[src/hdl/bc3_pkg.sv]
// bc3_pkg: shared constants, register codes and result type for the 3x3 binary closing block
// no dependencies; compile first
`default_nettype none

package bc3_pkg;

  // default frame limits, handed down as top level parameters
  localparam int unsigned DEF_MAX_WIDTH  = 1024;
  localparam int unsigned DEF_MAX_HEIGHT = 1024;

  // configuration port
  localparam int unsigned CFG_W     = 11;
  localparam int unsigned CFG_IDX_W = 1;
  localparam int unsigned RST_DIM   = 64;

  // result coordinates
  localparam int unsigned COORD_W = 10;

  // output queue depth and cycles from accept to queue entry
  localparam int unsigned OUT_DEPTH = 8;
  localparam int unsigned PIPE_LAT  = 4;

  typedef enum logic [CFG_IDX_W-1:0] {
    REG_IMAGE_WIDTH  = 1'b0,
    REG_IMAGE_HEIGHT = 1'b1
  } cfg_reg_e;

  typedef struct packed {
    logic               closed_pixel;
    logic [COORD_W-1:0] out_col;
    logic [COORD_W-1:0] out_row;
    logic               last_of_frame;
  } result_t;

endpackage

`default_nettype wire

[src/hdl/bc3_out_fifo.sv]
// bc3_out_fifo: small register queue for result items, reports its fill level
// depends on bc3_pkg for the result type
`default_nettype none

module bc3_out_fifo #(
  parameter int unsigned DEPTH = 8
) (
  input  logic                           clk_i,
  input  logic                           rst_ni,
  input  logic                           push_i,
  input  bc3_pkg::result_t               push_data_i,
  input  logic                           pop_i,
  output logic                           valid_o,
  output bc3_pkg::result_t               data_o,
  output logic [$clog2(DEPTH+1)-1:0]     level_o
);

  import bc3_pkg::*;

  localparam int unsigned PW = $clog2(DEPTH);
  localparam int unsigned LW = $clog2(DEPTH + 1);

  result_t       mem_q [DEPTH];
  logic [PW-1:0] wr_ptr_q, rd_ptr_q;
  logic [LW-1:0] cnt_q;
  logic          do_pop;

  assign do_pop = pop_i && (cnt_q != '0);

  // storage
  always_ff @(posedge clk_i) begin
    if (push_i) begin
      mem_q[wr_ptr_q] <= push_data_i;
    end
  end

  // pointers and fill level
  always_ff @(posedge clk_i or negedge rst_ni) begin
    if (!rst_ni) begin
      wr_ptr_q <= '0;
      rd_ptr_q <= '0;
      cnt_q    <= '0;
    end else begin
      if (push_i) begin
        wr_ptr_q <= (wr_ptr_q == PW'(DEPTH - 1)) ? '0 : wr_ptr_q + PW'(1);
      end
      if (do_pop) begin
        rd_ptr_q <= (rd_ptr_q == PW'(DEPTH - 1)) ? '0 : rd_ptr_q + PW'(1);
      end
      if (push_i && !do_pop) begin
        cnt_q <= cnt_q + LW'(1);
      end else if (do_pop && !push_i) begin
        cnt_q <= cnt_q - LW'(1);
      end
    end
  end

  assign valid_o = (cnt_q != '0);
  assign data_o  = mem_q[rd_ptr_q];
  assign level_o = cnt_q;

endmodule

`default_nettype wire

[config.mk]
export PLATFORM = sky130hd
export DESIGN_NAME = bc3_out_fifo
export DESIGN_NICKNAME = d
export VERILOG_FILES = /design/src/hdl/bc3_pkg.sv /design/src/hdl/bc3_out_fifo.sv
export SDC_FILE = /design/constraint.sdc
export NUM_CORES = 1
export LEC_CHECK = 0
export BUFFER_PORTS_ARGS = -buffer_cell sky130_fd_sc_hd__buf_2
export CAP_MARGIN = 40
export CORE_AREA = 2 2 132 121
export CTS_CLUSTER_SIZE = 20
export DETAILED_ROUTE_END_ITERATION = 8
export DIE_AREA = 0 0 134 123
export PLACE_DENSITY = 0.67
export SLEW_MARGIN = 20
export SYNTH_ARGS = -nofsm -noshare
export SYNTH_HDL_FRONTEND = slang
export SYNTH_SLANG_ARGS = --single-unit
[constraint.sdc]
create_clock -name clk_i -period 4.23 [get_ports clk_i]
set_input_delay 0.423 -clock clk_i [delete_from_list [all_inputs] [get_ports clk_i]]
set_output_delay 0.423 -clock clk_i [all_outputs]
set_load 0.01 [all_outputs]
==> results by group, run 1 <==
Status
  – Outcome: finished clean

Setup path
  – Critical Path End Type: output pin
  – R2R Setup Slk: around 1500 ps
  – RR Startpoint: level_o[0]$_DFFE_PN0P_
  – Crit path from: rd_ptr_q[0]$_DFFE_PN0P_
  – Worst-path maximum fanout: 25
  – CP required: ~3800 ps
  – Kind of start point of the critical path: flip-flop
  – Setup CP Type: flip-flop to output pin
  – Critical path arrival: 2640 ps

Timing
  – Clock Skews: 5.62 ps
  – Pins Over Slew Limit: 0
  – Final min period: ~3100 ps
  – Final WS setup: 1170 ps
  – Slew margin rel.: 52.1%
  – Setup_tns: 0 ps
  – Final Hold Viols: 0
  – Slew @ Worst Pin: 718 ps
  – RSZ-0062 raised after global routing: no
  – Fmax: 327 MHz
  – Setup Viol. Count Final: 0
  – Crit share post-route: between 70% and 80%

Place
  – Port Buffers: 52
  – RD Place Congestion: 0.735
  – DP Worst Slack: around 1400 ps
  – Hpwl dp: 7450 um

Drt
  – DRT Wirelength: ~13,000 um
  – Vias: 3,309
  – 1st-pass router iterations: 4
  – Residual DRC: 0
  – WL/cell: 20.6 um
  – Iter 0 DRT Violations: 203
  – Routed Antenna Nets: 0
  – Vias/cell: about 5.5

Die
  – Row count: 43
  – Die height: 123 um
  – I/O pin count: 53
  – CORE AREA: roughly 15,000 um2
  – Initial cell density of the core: 48.8%
  – Die X: 134 um
  – Die area: 16,500 um2

Global route
  – Largest net degree at the start of global routing: 31
  – Overflow after GRT: 0
  – GR Util All Layers: between 10% and 20%
  – Antenna violations before repair: 2
  – First-pass GRT wire length: 19,300 um
  – Number of global-route vias before repair: 3,398

Hold path
  – Min-Delay Path Class: input port to flip-flop
  – Min-delay src: push_data_i[18]

Clock network
  – CTS Sinks: 186
  – # Post-CTS Setup Buffers: 0
  – CTS Root Cell: clkbuf_16
  – Cts hold-fix bufs: 1
  – Skew-Pair Late Insertion Delay: 420 ps
  – Num CTS Buffers: 17
  – CTS tree: done
  – Deepest clock path buffer count: 2
  – CTS clock-pin slew for the worst setup and hold paths: 70 ps
  – CTS-repair resized insts: 0
  – H-tree Lvls: 4

Logic synthesis
  – Synth top area cells: edfxtp_1 72%, mux4_1 11%, mux4_2 4.3%
  – Synth top area share: 71.6%
  – Register area share after synthesis: between 70% and 80%
  – Post-Syn Area: between 7000 and 8000 um2
  – Avg Cell Area, Syn: 23.1 um2
  – Mapped Nets: 353
  – Dominant cell type by area after synthesis: edfxtp_1
  – Library cells used by synthesis: 27
  – #FFs+latches synth: 186
  – Syn Inst Count: approximately 320
  – Synthesis Warnings: 0

Final layout
  – Area grow syn2layout: 16.1%
  – Final #Nets: around 430
  – Share of cells above drive strength 1: between 30 and 40%
  – Layout fillers: 1,110

Power
  – Lkg Pwr: 2.92 nW
  – Power per Cell Area: 671 nW/um2
  – Maximum VDD drop: 0.366 mV

Job
  – Max_cap viols: 0
==> where the power goes <==
part | internal [mW] | leakage [nW] | total, mW | switching (mW)
sequential | 2.32 | 1.72 | 2.54 | 0.220
combinational | 0.843 | 0.921 | 1.60 | 0.758
clock | 0.940 | 0.285 | 1.61 | 0.670
==> worst max-delay path, stage by stage (launching register included) <==
cell and delay [ps]:
dfrtp_2 830, buf_4 370, mux4_1 570, mux2_2 290
buf_2 140
==> cells by family after synthesis <==
logic type,synth area share [%]
muxes,19.1
AOI/OAI and AO/OA,1.17
and+or+nand+nor,1.81
buffers and inverters,1.29
DFF,75.0
xor gates and xnor gates,0.237
adders and majority gates,1.46
==> layout by cell type (no fill, tap or decap), types with 2 or more instances in the layout <==
| master | count |
|---|---|
| bufinv_16 | 3 |
| nand2b_1 | 3 |
| nor3_2 | 2 |
| buf_4 | 12 |
| nand2_1 | 6 |
| clkinvlp_4 | 5 |
| nand3_1 | 2 |
| dfrtp_2 | 2 |
| clkbuf_16 | 17 |
| mux4_2 | 14 |
| mux2_2 | 26 |
| nor3_1 | 2 |
| ha_1 | 7 |
| edfxtp_1 | 176 |
| xnor2_1 | 2 |
| or4_1 | 2 |
| dfrtp_1 | 8 |
| o211ai_1 | 2 |
| o21ai_0 | 3 |
| nand3b_1 | 2 |
| mux4_1 | 30 |
| a21oi_1 | 2 |
| nor2_2 | 6 |
| inv_1 | 2 |
| buf_2 | 52 |
| inv_6 | 4 |
==> layout make-up <==
class                           instances  area, um2  share of cell area (%)
Timing Repair Buffer                   66        380                    4.44
Antenna cell                            1       2.50                  0.0292
Inverter                                2       7.51                  0.0876
Clock buffer                           17        425                    4.96
Multi-Input combinational cell        118       1780                    20.7
Sequential cell                       186       5540                    64.6
Tap cell                              202        253                    2.95
Clock inverter                         15        188                    2.19
==> per-layer routing <==
| metal | track usage, % | up-vias | routed length (um) |
|---|---|---|---|
| li1 | - | 1514 | - |
| met1 | 21.1 | 1706 | 5470 |
| met2 | 27.0 | 70 | 6330 |
| met3 | 4.06 | 17 | 520 |
| met4 | 7.51 | 2 | 193 |
| met5 | 0 | - | 14 |
==> state kept, by name, indices dropped and copies added, names as in the netlist <==
name      cells
level_o       4
rd_ptr_q      3
wr_ptr_q      3
mem_q       176
==> final timing paths <==
path,end,cells past startpoint
worst max register to register,level_o[3]$_DFFE_PN0P_,7
worst min-delay path,mem_q[7][18]$_DFFE_PP_,1
worst max-delay path,data_o[18],4
worst min register to register,wr_ptr_q[2]$_DFFE_PN0P_,1
max in group asynchronous,rd_ptr_q[0]$_DFFE_PN0P_,2
min in group asynchronous,rd_ptr_q[2]$_DFFE_PN0P_,2
==> through the flow <==
stage | utilization [%] | instance area, um2 | power [mW] | hold slack [ps] | std cells
2_1_floorplan | - | 7380 | 3.66 | 127 | 319
3_3_place_gp | 52.4 | 7920 | 4.16 | 306 | 571
3_5_place_dp | 52.5 | 7940 | 4.21 | 309 | 572
4_1_cts | 56.6 | 8560 | 5.82 | 247 | 605
5_1_grt | 56.7 | 8570 | 6.03 | 260 | 607
6_report | 56.7 | 8570 | 5.75 | 259 | 607
==> synth_stat cells <==
cell,number
mux4_1,30
ha_1,7
a21o_1,1
nand3b_1,2
mux2i_1,1
a2111o_1,1
nand2_1,6
nor3_1,4
clkbuf_1,7
buf_2,1
dfrtp_1,10
o211ai_1,2
o21ai_0,3
or4_1,2
a21oi_1,2
nor2_1,7
edfxtp_1,176
nand3_1,2
or3_1,1
inv_1,2
buf_6,5
mux4_2,14
xnor2_1,2
o41ai_4,1
mux2_2,26
fa_1,1
nand2b_1,3
Note: power is estimated with default switching activity, not from simulation.
==> inputs of run 2 (changes only) <==
PLACE_DENSITY = 0.69   (was 0.67)
clock period = 2.5 ns   (was 4.23 ns; I/O delays follow)
==> results by group, run 2 (synthesized netlist as in run 1, its figures left out) <==
Setup path
  – Critical Path End Type: output pin
  – Kind of start point of the critical path: flip-flop
  – Worst stage delay on the critical path: 600 ps (-230 ps)
  – Worst-path maximum fanout: 35 (+40%)
  – RR Startpoint: level_o[1]$_DFFE_PN0P_
  – CP Cell Sequence: buf_12 -> mux4_1 -> mux2_2 -> buf_2
  – Top Family by Delay on Critical Path: multiplexers
  – Setup CP Type: flip-flop to output pin
  – Worst r2r path cells: 7 (unchanged)
  – Slowest-stage cell, CP: mux4_1
  – Critical path arrival: 2130 ps (-510 ps)
  – R2R Setup Slk: 140 ps (-1360 ps)
  – Crit path buf inv count: 2 (unchanged)
  – CP required: 2250 ps (-1560 ps)
  – FF-to-FF End: level_o[3]$_DFFE_PN0P_
  – WP depth: 4 (unchanged)

Job
  – Max_cap viols: 0 (unchanged)

Timing
  – Fmax: 419 MHz
  – Crit share post-route: 95.4%
  – Final Hold Viols: 0 (unchanged)
  – Setup Viol. Count Final: 0 (unchanged)
  – Final min period: around 2400 ps
  – RSZ-0062 raised after global routing: no
  – Setup_tns: 0 ps (unchanged)
  – Slew margin rel.: 62.4% (+10 points)
  – Slew @ Worst Pin: 563 ps (-154 ps)
  – Clock Skews: 5.47 ps (-0.151 ps)
  – Pins Over Slew Limit: 0 (unchanged)

Die
  – I/O pin count: 53 (unchanged)
  – Die X: 134 um (unchanged)
  – Initial cell density of the core: 48.8% (unchanged)
  – Die area: 16,500 um2 (unchanged)
  – Row count: 43 (unchanged)
  – Die height: 123 um (unchanged)
  – CORE AREA: 15,100 um2 (unchanged)

Place
  – Port Buffers: 52 (unchanged)
  – Hpwl dp: 7200 um (-3.4%)
  – RD Place Congestion: 0.694 (-5.6%)

Hold path
  – Hold Path End: mem_q[1][4]$_DFFE_PP_
  – Min-Delay Path Class: input port to flip-flop
  – Min-delay src: push_data_i[4]
  – Cells on Worst Hold Path: 1 (unchanged)

Clock network
  – CTS tree: done
  – Deepest clock path buffer count: 2 (unchanged)
  – CTS clock-pin slew for the worst setup and hold paths: 60 ps (about the same)
  – Skew-Pair Late Insertion Delay: 420 ps (about the same)
  – CTS Root Cell: clkbuf_16
  – CTS Sinks: 186 (unchanged)
  – H-tree Lvls: 4 (unchanged)
  – Num CTS Buffers: 17 (unchanged)

Global route
  – Busiest grt layer: met2
  – Overflow after GRT: 0 (unchanged)
  – Met3 usage: 4.35% (+0.29 points)
  – First-pass GRT wire length: 19,600 um (+1.9%)
  – Number of global-route vias before repair: 3,482 (+2.5%)
  – Antenna violations before repair: 0 (-2)
  – GR Util All Layers: 16.6% (+0.14 points)
  – Largest net degree at the start of global routing: 36 (+16%)
  – GR Layer Usage met1: 21.9% (+0.81 points)
  – Met2 usage: 27.0% (-0.032 points)

Drt
  – WL/cell: 20.9 um (+1.3%)
  – DRT Wirelength: 12,800 um (+1.8%)
  – Vias: 3,413 (+3.1%)
  – Routed Antenna Nets: 0 (unchanged)
  – Residual DRC: 0 (unchanged)
  – Vias/cell: 5.60 (+2.6%)
  – 1st-pass router iterations: 4 (unchanged)
  – Iter 0 DRT Violations: 265 (+31%)

Final layout
  – Max reg flops: 176 (unchanged)
  – Diodes inserted: 0 (-1)
  – Area grow syn2layout: 16.3%
  – Most frequent cells in the layout: 176 x edfxtp_1, 52 x buf_2, 30 x mux4_1, 26 x mux2_2, 17 x clkbuf_16
  – Share of cells above drive strength 1: 36.8% (+0.13 points)
  – Most common cell after layout, fill and taps aside: edfxtp_1
  – Final #Nets: 429 (+0.94%)
  – Largest reg by FF count: mem_q

Power
  – Lkg Pwr: 2.93 nW (+0.25%)
  – PnR Total Power: 9.65 mW (+68%)
  – Maximum VDD drop: 0.833 mV (+130%)
  – Power per Cell Area: 1120 nW/um2 (+68%)

Status
  – Outcome: finished clean
[run 2: changes by cell type in the layout (fill, tap and decap cells not counted), sizes merged]
| cell | before | now |
|---|---|---|
| clkinv | 2 | 8 |
| buf | 65 | 69 |
| inv | 7 | 3 |
| clkinvlp | 5 | 2 |
| clkbuf | 17 | 19 |
| bufinv | 3 | 2 |
| diode | 1 | 0 |
[run 2: through the flow]
stage                     hold slack [ps]  utilization, %  instances  setup slack [ps]  cell area, um2
final                                92.8            56.8        610               115            8580
after global routing                 85.0            56.8        610              35.3            8580
after CTS                            75.7            56.7        609              15.3            8570
after detailed placement              133            52.9        576              27.2            8000
after global placement                124            52.9        576               161            8000
after floorplan                     -45.6               -        319              31.3            7390
[run 2: cell type report]
cell class                      instances  area (um2)
Inverter                                2        7.51
Multi-Input combinational cell        118        1790
Sequential cell                       186        5540
Fill cell                            1099        6540
Clock buffer                           19         433
Tap cell                              202         253
Timing Repair Buffer                   70         435
Clock inverter                         13         128
[run 2: how the worst max path moves through the flow]
stage,from,to
floorplan,level_o[0]$_DFFE_PN0P_,level_o[3]$_DFFE_PN0P_
global placement,level_o[1]$_DFFE_PN0P_,level_o[3]$_DFFE_PN0P_
detailed placement,level_o[1]$_DFFE_PN0P_,level_o[3]$_DFFE_PN0P_
CTS,level_o[1]$_DFFE_PN0P_,level_o[3]$_DFFE_PN0P_
global route,rd_ptr_q[0]$_DFFE_PN0P_,data_o[15]
finish,rd_ptr_q[0]$_DFFE_PN0P_,data_o[15]
[run 2: metal layers]
layer,vias to the layer above,wire length [um]
met4,0,218
met2,61,6450
li1,1528,-
met3,17,392
met1,1807,5690
met5,-,0
[run 2: report_power, final]
| part | leakage [nW] | internal [mW] | switching [mW] |
|---|---|---|---|
| Sequential | 1.72 | 3.93 | 0.187 |
| Clock | 0.270 | 1.46 | 1.08 |
| Combinational | 0.945 | 1.49 | 1.50 |
| Total | 2.93 | 6.88 | 2.77 |
[run 2: what timing repair did]
item,4_1_cts,5_1_grt
hold buffers,1,0
resized for setup,0,3
setup endpoints to repair,0,1
setup buffers,0,1
hold endpoints to repair,10,0
