**config.mk**
```make
export PLATFORM = sky130hd
export DESIGN_NAME = bc3_line_stage
export DESIGN_NICKNAME = d
export VERILOG_FILES = /design/src/hdl/bc3_ram.sv /design/src/hdl/bc3_line_stage.sv
export SDC_FILE = /design/constraint.sdc
export NUM_CORES = 2
export LEC_CHECK = 0
export BUFFER_PORTS_ARGS = -buffer_cell sky130_fd_sc_hd__buf_4
export CAP_MARGIN = 20
export CORE_MARGIN = 2
export CORE_UTILIZATION = 30
export CTS_BUF_LIST = sky130_fd_sc_hd__clkbuf_8
export CTS_CLUSTER_DIAMETER = 40
export DETAILED_ROUTE_END_ITERATION = 8
export PLACE_DENSITY = 0.5
export SYNTH_ARGS = -nofsm -noshare
export SYNTH_HDL_FRONTEND = slang
export SYNTH_HIERARCHICAL = 1
export SYNTH_SLANG_ARGS = --single-unit
```
**constraint.sdc**
```tcl
create_clock -name clk_i -period 16.9 [get_ports clk_i]
set_input_delay 0.845 -clock clk_i [delete_from_list [all_inputs] [get_ports clk_i]]
set_output_delay 0.845 -clock clk_i [all_outputs]
set_load 0.01 [all_outputs]
```
**src/hdl/bc3_ram.sv**
```systemverilog
// bc3_ram: generic single write port, single read port ram with registered read
// no dependencies
`default_nettype none

module bc3_ram #(
  parameter int unsigned WIDTH = 2,
  parameter int unsigned DEPTH = 1024
) (
  input  logic                     clk_i,
  input  logic                     we_i,
  input  logic [$clog2(DEPTH)-1:0] waddr_i,
  input  logic [WIDTH-1:0]         wdata_i,
  input  logic                     re_i,
  input  logic [$clog2(DEPTH)-1:0] raddr_i,
  output logic [WIDTH-1:0]         rdata_o
);

  logic [WIDTH-1:0] mem_q [DEPTH];
  logic [WIDTH-1:0] rdata_q;

  // write port
  always_ff @(posedge clk_i) begin
    if (we_i) begin
      mem_q[waddr_i] <= wdata_i;
    end
  end

  // registered read port
  always_ff @(posedge clk_i) begin
    if (re_i) begin
      rdata_q <= mem_q[raddr_i];
    end
  end

  assign rdata_o = rdata_q;

endmodule

`default_nettype wire

```
**src/hdl/bc3_line_stage.sv**
```systemverilog
// bc3_line_stage: one 3x3 neighborhood stage over a pixel stream, two rows of history
// per column in a bc3_ram, clamped at the frame edges; window lags the input by w+1 steps
// depends on bc3_ram
`default_nettype none

module bc3_line_stage #(
  parameter int unsigned MAX_WIDTH  = 1024,
  parameter int unsigned MAX_HEIGHT = 1024
) (
  input  logic                                 clk_i,
  input  logic                                 rst_ni,
  input  logic                                 clear_i,
  input  logic [$clog2(MAX_WIDTH+1)-1:0]       img_w_i,
  input  logic [$clog2(MAX_HEIGHT+1)-1:0]      img_h_i,
  input  logic                                 step_i,
  input  logic                                 bit_i,
  output logic                                 vld_o,
  output logic [8:0]                           win_o,
  output logic [$clog2(MAX_HEIGHT+2)-1:0]      row_o,
  output logic [$clog2(MAX_WIDTH)-1:0]         col_o
);

  localparam int unsigned CW = $clog2(MAX_WIDTH);
  localparam int unsigned WW = $clog2(MAX_WIDTH + 1);
  localparam int unsigned RW = $clog2(MAX_HEIGHT + 2);

  typedef struct packed {
    logic first_col;
    logic left_clamp;
    logic top_clamp;
    logic bot_clamp;
    logic emit;
  } stage_flags_t;

  // input position of the next step
  logic [CW-1:0] col_q, col_d;
  logic [RW-1:0] row_q, row_d;
  logic          last_col;
  logic          end_row;

  // step registered while the ram read is in flight
  logic          s1_vld_q;
  logic          s1_bit_q;
  logic [CW-1:0] s1_col_q;
  stage_flags_t  s1_flags_q, flags_d;
  logic [RW-1:0] s1_crow_q, crow_d;
  logic [CW-1:0] s1_ccol_q, ccol_d;

  // read-modify-write of the column history
  logic [1:0] ram_rdata;
  logic [1:0] col_hist;
  logic [1:0] wr_col;
  logic [1:0] fwd_q;
  logic       fwd_sel_q, fwd_sel_d;

  // vertical triples of the two previous columns
  logic [2:0] vcur;
  logic [2:0] vp1_q, vp2_q;
  logic [2:0] left, right;
  logic       top_bit, bot_bit;

  logic       vld_q;
  logic [8:0] win_q;
  logic [RW-1:0] row_q_o;
  logic [CW-1:0] col_q_o;

  // position counter, wraps after the last drain row
  assign last_col = (WW'(col_q) == img_w_i - WW'(1));
  assign end_row  = (row_q == RW'(img_h_i) + RW'(1));

  always_comb begin
    col_d = col_q;
    row_d = row_q;
    if (clear_i) begin
      col_d = '0;
      row_d = '0;
    end else if (step_i) begin
      if (end_row) begin
        col_d = '0;
        row_d = '0;
      end else if (last_col) begin
        col_d = '0;
        row_d = row_q + RW'(1);
      end else begin
        col_d = col_q + CW'(1);
      end
    end
  end

  // edge handling and center position of the window finished by this step
  always_comb begin
    flags_d.first_col  = (col_q == '0);
    flags_d.left_clamp = (col_q == CW'(1)) || ((col_q == '0) && (img_w_i == WW'(1)));
    flags_d.top_clamp  = (row_q == RW'(1));
    flags_d.bot_clamp  = (row_q >= RW'(img_h_i));
    flags_d.emit       = (row_q >= RW'(2)) || ((row_q == RW'(1)) && (col_q != '0));
    crow_d = (col_q == '0) ? row_q - RW'(2) : row_q - RW'(1);
    ccol_d = (col_q == '0) ? CW'(img_w_i - WW'(1)) : col_q - CW'(1);
  end

  always_ff @(posedge clk_i or negedge rst_ni) begin
    if (!rst_ni) begin
      col_q     <= '0;
      row_q     <= '0;
      s1_vld_q  <= 1'b0;
      fwd_sel_q <= 1'b0;
      vld_q     <= 1'b0;
    end else begin
      col_q     <= col_d;
      row_q     <= row_d;
      s1_vld_q  <= step_i;
      fwd_sel_q <= fwd_sel_d;
      vld_q     <= s1_vld_q && s1_flags_q.emit;
    end
  end

  always_ff @(posedge clk_i) begin
    if (step_i) begin
      s1_bit_q   <= bit_i;
      s1_col_q   <= col_q;
      s1_flags_q <= flags_d;
      s1_crow_q  <= crow_d;
      s1_ccol_q  <= ccol_d;
    end
  end

  // column history: bit 1 is two rows up, bit 0 one row up
  bc3_ram #(
    .WIDTH (2),
    .DEPTH (MAX_WIDTH)
  ) u_hist_ram (
    .clk_i   (clk_i),
    .we_i    (s1_vld_q),
    .waddr_i (s1_col_q),
    .wdata_i (wr_col),
    .re_i    (step_i),
    .raddr_i (col_q),
    .rdata_o (ram_rdata)
  );

  // forward the write-back when the next step reads the same column
  assign fwd_sel_d = step_i && s1_vld_q && (col_q == s1_col_q);

  always_ff @(posedge clk_i) begin
    if (fwd_sel_d) begin
      fwd_q <= wr_col;
    end
  end

  assign col_hist = fwd_sel_q ? fwd_q : ram_rdata;
  assign wr_col   = {col_hist[0], s1_bit_q};

  // vertical triple with row clamping
  assign top_bit = s1_flags_q.top_clamp ? col_hist[0] : col_hist[1];
  assign bot_bit = s1_flags_q.bot_clamp ? col_hist[0] : s1_bit_q;
  assign vcur    = {top_bit, col_hist[0], bot_bit};

  // horizontal selection with column clamping
  assign right = s1_flags_q.first_col  ? vp1_q : vcur;
  assign left  = s1_flags_q.left_clamp ? vp1_q : vp2_q;

  always_ff @(posedge clk_i) begin
    if (s1_vld_q) begin
      vp2_q   <= vp1_q;
      vp1_q   <= vcur;
      win_q   <= {left, vp1_q, right};
      row_q_o <= s1_crow_q;
      col_q_o <= s1_ccol_q;
    end
  end

  assign vld_o = vld_q;
  assign win_o = win_q;
  assign row_o = row_q_o;
  assign col_o = col_q_o;

endmodule

`default_nettype wire

```
==> summary.md <==
| Metric | Value |
|---|---|
| Area share of the largest cell type after synthesis | `71.5%` |
| Total iterations of the first detailed-routing run | `5` |
| Growth of design area from synthesis to finish | `14.1%` |
| # DRC | `0` |
| Synthesized area divided by synthesized cell count | `16.9 um^2` |
| Share of layout cells above drive strength 1 | `between 20% and 30%` |
| Sum of overflow across all layers after global routing | `0` |
| Core box area | `296000 um^2` |
| Layout Skew | `0.0899 ns` |
| Starting density of the core | `30.1%` |
| Total vias in the final route | `50300` |
| Sink count of the clock tree | `2146` |
| Number of flops mapped to enable cells by yosys | `2122` |
| Share of the clock period used by the worst path after layout | `35.3%` |
| Arrival time of the worst setup path | `~6.8 ns` |
| Wire per inst | `27.5 um` |
| Count of final hold-check violations | `0` |
| Post-layout min period | `5.97 ns` |
| Worst-case register-to-register setup slack | `~11 ns` |
| Overall die width | `549 um` |
| Crit-path max FO | `~100` |
| Sequential element share of the synthesized area | `72.2%` |
| Ys async rst share | `1.12%` |
| Port buffer count | `57` |
| # nets final | `5506` |
| # setup viols final | `0` |
| Count of warnings emitted by yosys | `6` |
| Utilization after layout | `34.3%` |
| TritonCTS clock tree | `done` |
| Antenna-violating nets left | `0` |
| Number of buffers created by CTS | `~400` |
| Cells taking the most area after synthesis | `sky130_fd_sc_hd__edfxtp_1 (72%), sky130_fd_sc_hd__mux4_2 (11%), sky130_fd_sc_hd__nor2_1 (4.6%), sky130_fd_sc_hd__mux2i_1 (2.4%), sky130_fd_sc_hd__clkbuf_1 (1.1%)` |
| Achievable frequency | `~170 MHz` |
| Initial antenna violation count | `12` |
| Worst IR drop on VDD | `between 0.09 and 0.1 mV` |
| Post-synthesis register bit count | `2146` |
| Count of pins on the block boundary | `58` |
| Dominant cell type by area after synthesis | `sky130_fd_sc_hd__edfxtp_1` |
| Number of global-route vias before repair | `52400` |
| Worst rel slew slack | `between 10% and 20%` |
| Status | `complete, no violations` |
| Required time of the worst setup path | `17.70 ns` |
| Number of slew-limit violations in the final report | `0` |
| Max_cap viols | `0` |
| Primary flip-flop cell chosen by synthesis mapping | `sky130_fd_sc_hd__edfxtp_1` |
| Vias/cell | `~5.2` |
| Cell at the root of the clock tree | `sky130_fd_sc_hd__clkbuf_8` |
| Std-Cell Rows | `200` |
| Global-route wire length before repair | `about 380 mm` |
| DP Worst Slack | `10.92 ns` |
| Number of setup buffers added after CTS | `0` |
| Number of design-rule violations left by the first detailed-router iteration | `~5200` |
| Smallest hold slack | `0.160 ns` |
| Clock transition at path regs | `roughly 0.06 ns` |
| CTS Buffer Depth | `4` |
| Maximum number of pins on one net before global-route repair | `232` |
| Overall track demand over capacity in global routing | `between 10% and 20%` |
| Clock insertion delay at the later pin of the skew report | `about 1.1 ns` |
| Total wire length | `267 mm` |
| Actual slew at the worst max-slew pin | `1.25 ns` |
| Mapped cell area | `between 80000 and 90000 um^2` |
| Cell variety after synth | `84` |
| Crit. End Element | `flip-flop` |
| Pwr/cell area | `between 100 and 150 nW/um^2` |
| Instance count of the mapped netlist | `about 5300` |
| Die height | `about 550 um` |
| Class of the most critical hold timing path | `input port to flip-flop` |
| Area enclosed by the die boundary | `301000 um^2` |
| Kind of launch point of the worst setup path | `flip-flop` |
| Net Count, Synth | `approximately 5300` |
| Aggregate negative setup slack | `0 ns` |
| Path type of the worst setup path | `flip-flop to flip-flop` |
| Cell leakage power | `~0.03 uW` |
| Unrepaired setup endpoints after global routing | `no` |
| Total number of H-tree levels | `5` |
| Dpl hpwl | `149 mm` |
| Global placer's final weighted congestion | `0.802` |
| Final critical-path setup slack | `between 10 and 15 ns` |
state kept, by name, indices dropped and copies added, names as in the netlist, 2 cells and up:
signal              count
col_o                  10
col_q                  10
fwd_q                   2
row_o                  11
row_q                  11
s1_ccol_q              10
s1_col_q               10
s1_crow_q              11
s1_flags_q              5
u_hist_ram/mem_q     2048
u_hist_ram/rdata_o      2
vp1_q                   3
vp2_q                   2
win_o                   7
routing by layer:
layer | global-route usage (%) | wire length, um
met1 | 22.9 | 111000
met3 | 3.07 | 17600
met4 | 5.92 | 8270
met2 | 29.0 | 130000
met5 | 0 | 13
area by class of cell:
cell class / instances / area, um^2
Fill cell: 28300 / 194000
Sequential cell: 2146 / 64300
Multi-Input combinational cell: 2665 / 22900
Clock buffer: 393 / 5410
Tap cell: 3939 / 4930
Clock inverter: 299 / 1960
Timing Repair Buffer: 217 / 1960
Inverter: 34 / 133
Antenna cell: 1 / 2.50
critical path: stages (launching register included):
cell	delay, ns
sky130_fd_sc_hd__dfrtp_4	0.82
sky130_fd_sc_hd__buf_4	0.64
sky130_fd_sc_hd__buf_4	0.75
sky130_fd_sc_hd__buf_12	0.57
sky130_fd_sc_hd__mux4_2	0.42
sky130_fd_sc_hd__mux4_2	0.52
sky130_fd_sc_hd__a22oi_1	0.43
sky130_fd_sc_hd__nand2_1	0.12
sky130_fd_sc_hd__o221ai_1	0.67
sky130_fd_sc_hd__nor4_2	0.12
sky130_fd_sc_hd__buf_4	0.22
sky130_fd_sc_hd__o22ai_1	0.17
sky130_fd_sc_hd__nand4_1	0.11
power breakdown:
group / internal [uW] / switching, uW / total, uW
clock: 2540 / 2200 / 4740
combinational: 235 / 394 / 629
sequential: 5920 / 21.6 / 5940
per-stage QoR:
stage / std cells / power [uW] / instance area, um^2
final: 9694 / 11300 / 102000
after global routing: 9694 / 11700 / 102000
after CTS: 9690 / 11400 / 102000
after detailed placement: 8996 / 6680 / 94200
after global placement: 8981 / 6680 / 93900
after floorplan: 5265 / 6550 / 89100
final timing paths:
check                                        from  cells past startpoint                               to
min in group asynchronous                  rst_ni                      2                  vld_o$_DFF_PN0_
min reg2reg                s1_ccol_q[8]$_DFFE_PP_                      0               col_o[8]$_DFFE_PP_
max                          col_q[1]$_DFFE_PN0P_                     12  u_hist_ram/rdata_o[0]$_DFFE_PP_
max in group asynchronous                  rst_ni                      2             col_q[1]$_DFFE_PN0P_
min                                        step_i                      1           s1_ccol_q[3]$_DFFE_PP_
max reg2reg                  col_q[1]$_DFFE_PN0P_                     12  u_hist_ram/rdata_o[0]$_DFFE_PP_
timing repair:
action / CTS / global route
hold buffers: 2 / 0
endpoints found under the hold margin: 25 / 0
resized for setup: 0 / 0
cell families after synthesis:
group / synth area share [%]
fa+ha+maj: 0.337
compound gates: 3.44
mux: 13.9
buf+inv: 2.58
simple gates: 6.92
flops: 72.2
xor+xnor: 0.579
cell usage after synthesis, drive strengths merged, types with 12 or more instances:
master     n
edfxtp  2122
nor2    1086
mux4     449
clkbuf   260
mux2i    210
buf      160
nand2    125
a21oi     84
o221ai    84
nor3      62
nand3     53
o21ai     49
o22ai     48
a22oi     46
xnor2     35
inv       33
nand4     26
dfrtp     24
ha        24
mux2      18
nor4      18
a211oi    17
xor2      16
nor2b     15
a221oi    13
a22o      13
nand2b    13
nor3b     13
a31oi     12
cell usage in the layout (no fill, tap or decap), types with 10 or more instances in the layout:
cell | synthesis | layout
sky130_fd_sc_hd__clkinv_1 | 1 | 82
sky130_fd_sc_hd__o221ai_1 | 83 | 83
sky130_fd_sc_hd__edfxtp_1 | 2122 | 2122
sky130_fd_sc_hd__o311ai_0 | 10 | 10
sky130_fd_sc_hd__o31ai_1 | 11 | 11
sky130_fd_sc_hd__buf_16 | 0 | 10
sky130_fd_sc_hd__a21oi_1 | 84 | 84
sky130_fd_sc_hd__a22oi_1 | 46 | 46
sky130_fd_sc_hd__bufinv_16 | 0 | 24
sky130_fd_sc_hd__mux4_2 | 449 | 449
sky130_fd_sc_hd__buf_4 | 28 | 192
sky130_fd_sc_hd__mux2_2 | 16 | 15
sky130_fd_sc_hd__o22ai_1 | 48 | 48
sky130_fd_sc_hd__mux2i_1 | 210 | 210
sky130_fd_sc_hd__xnor2_1 | 35 | 35
sky130_fd_sc_hd__nand3_4 | 0 | 24
sky130_fd_sc_hd__nor3b_1 | 13 | 10
sky130_fd_sc_hd__xor2_1 | 16 | 16
sky130_fd_sc_hd__and3_1 | 11 | 11
sky130_fd_sc_hd__nor4_1 | 17 | 16
sky130_fd_sc_hd__inv_6 | 0 | 11
sky130_fd_sc_hd__nand3_1 | 53 | 29
sky130_fd_sc_hd__clkinvlp_4 | 0 | 19
sky130_fd_sc_hd__a221oi_1 | 13 | 13
sky130_fd_sc_hd__clkbuf_8 | 0 | 393
sky130_fd_sc_hd__dfrtp_1 | 24 | 18
sky130_fd_sc_hd__nand2b_1 | 13 | 12
sky130_fd_sc_hd__nand2_1 | 125 | 119
sky130_fd_sc_hd__inv_1 | 32 | 137
sky130_fd_sc_hd__a31oi_1 | 12 | 12
sky130_fd_sc_hd__nor2b_1 | 15 | 10
sky130_fd_sc_hd__nor3_1 | 62 | 58
sky130_fd_sc_hd__nor2_1 | 1086 | 1083
sky130_fd_sc_hd__nand4_1 | 26 | 26
sky130_fd_sc_hd__ha_1 | 24 | 24
sky130_fd_sc_hd__clkinv_2 | 0 | 57
sky130_fd_sc_hd__a22o_1 | 13 | 13
sky130_fd_sc_hd__o21ai_0 | 48 | 47
sky130_fd_sc_hd__a211oi_1 | 17 | 17
Note: power is estimated with default switching activity, not from simulation.
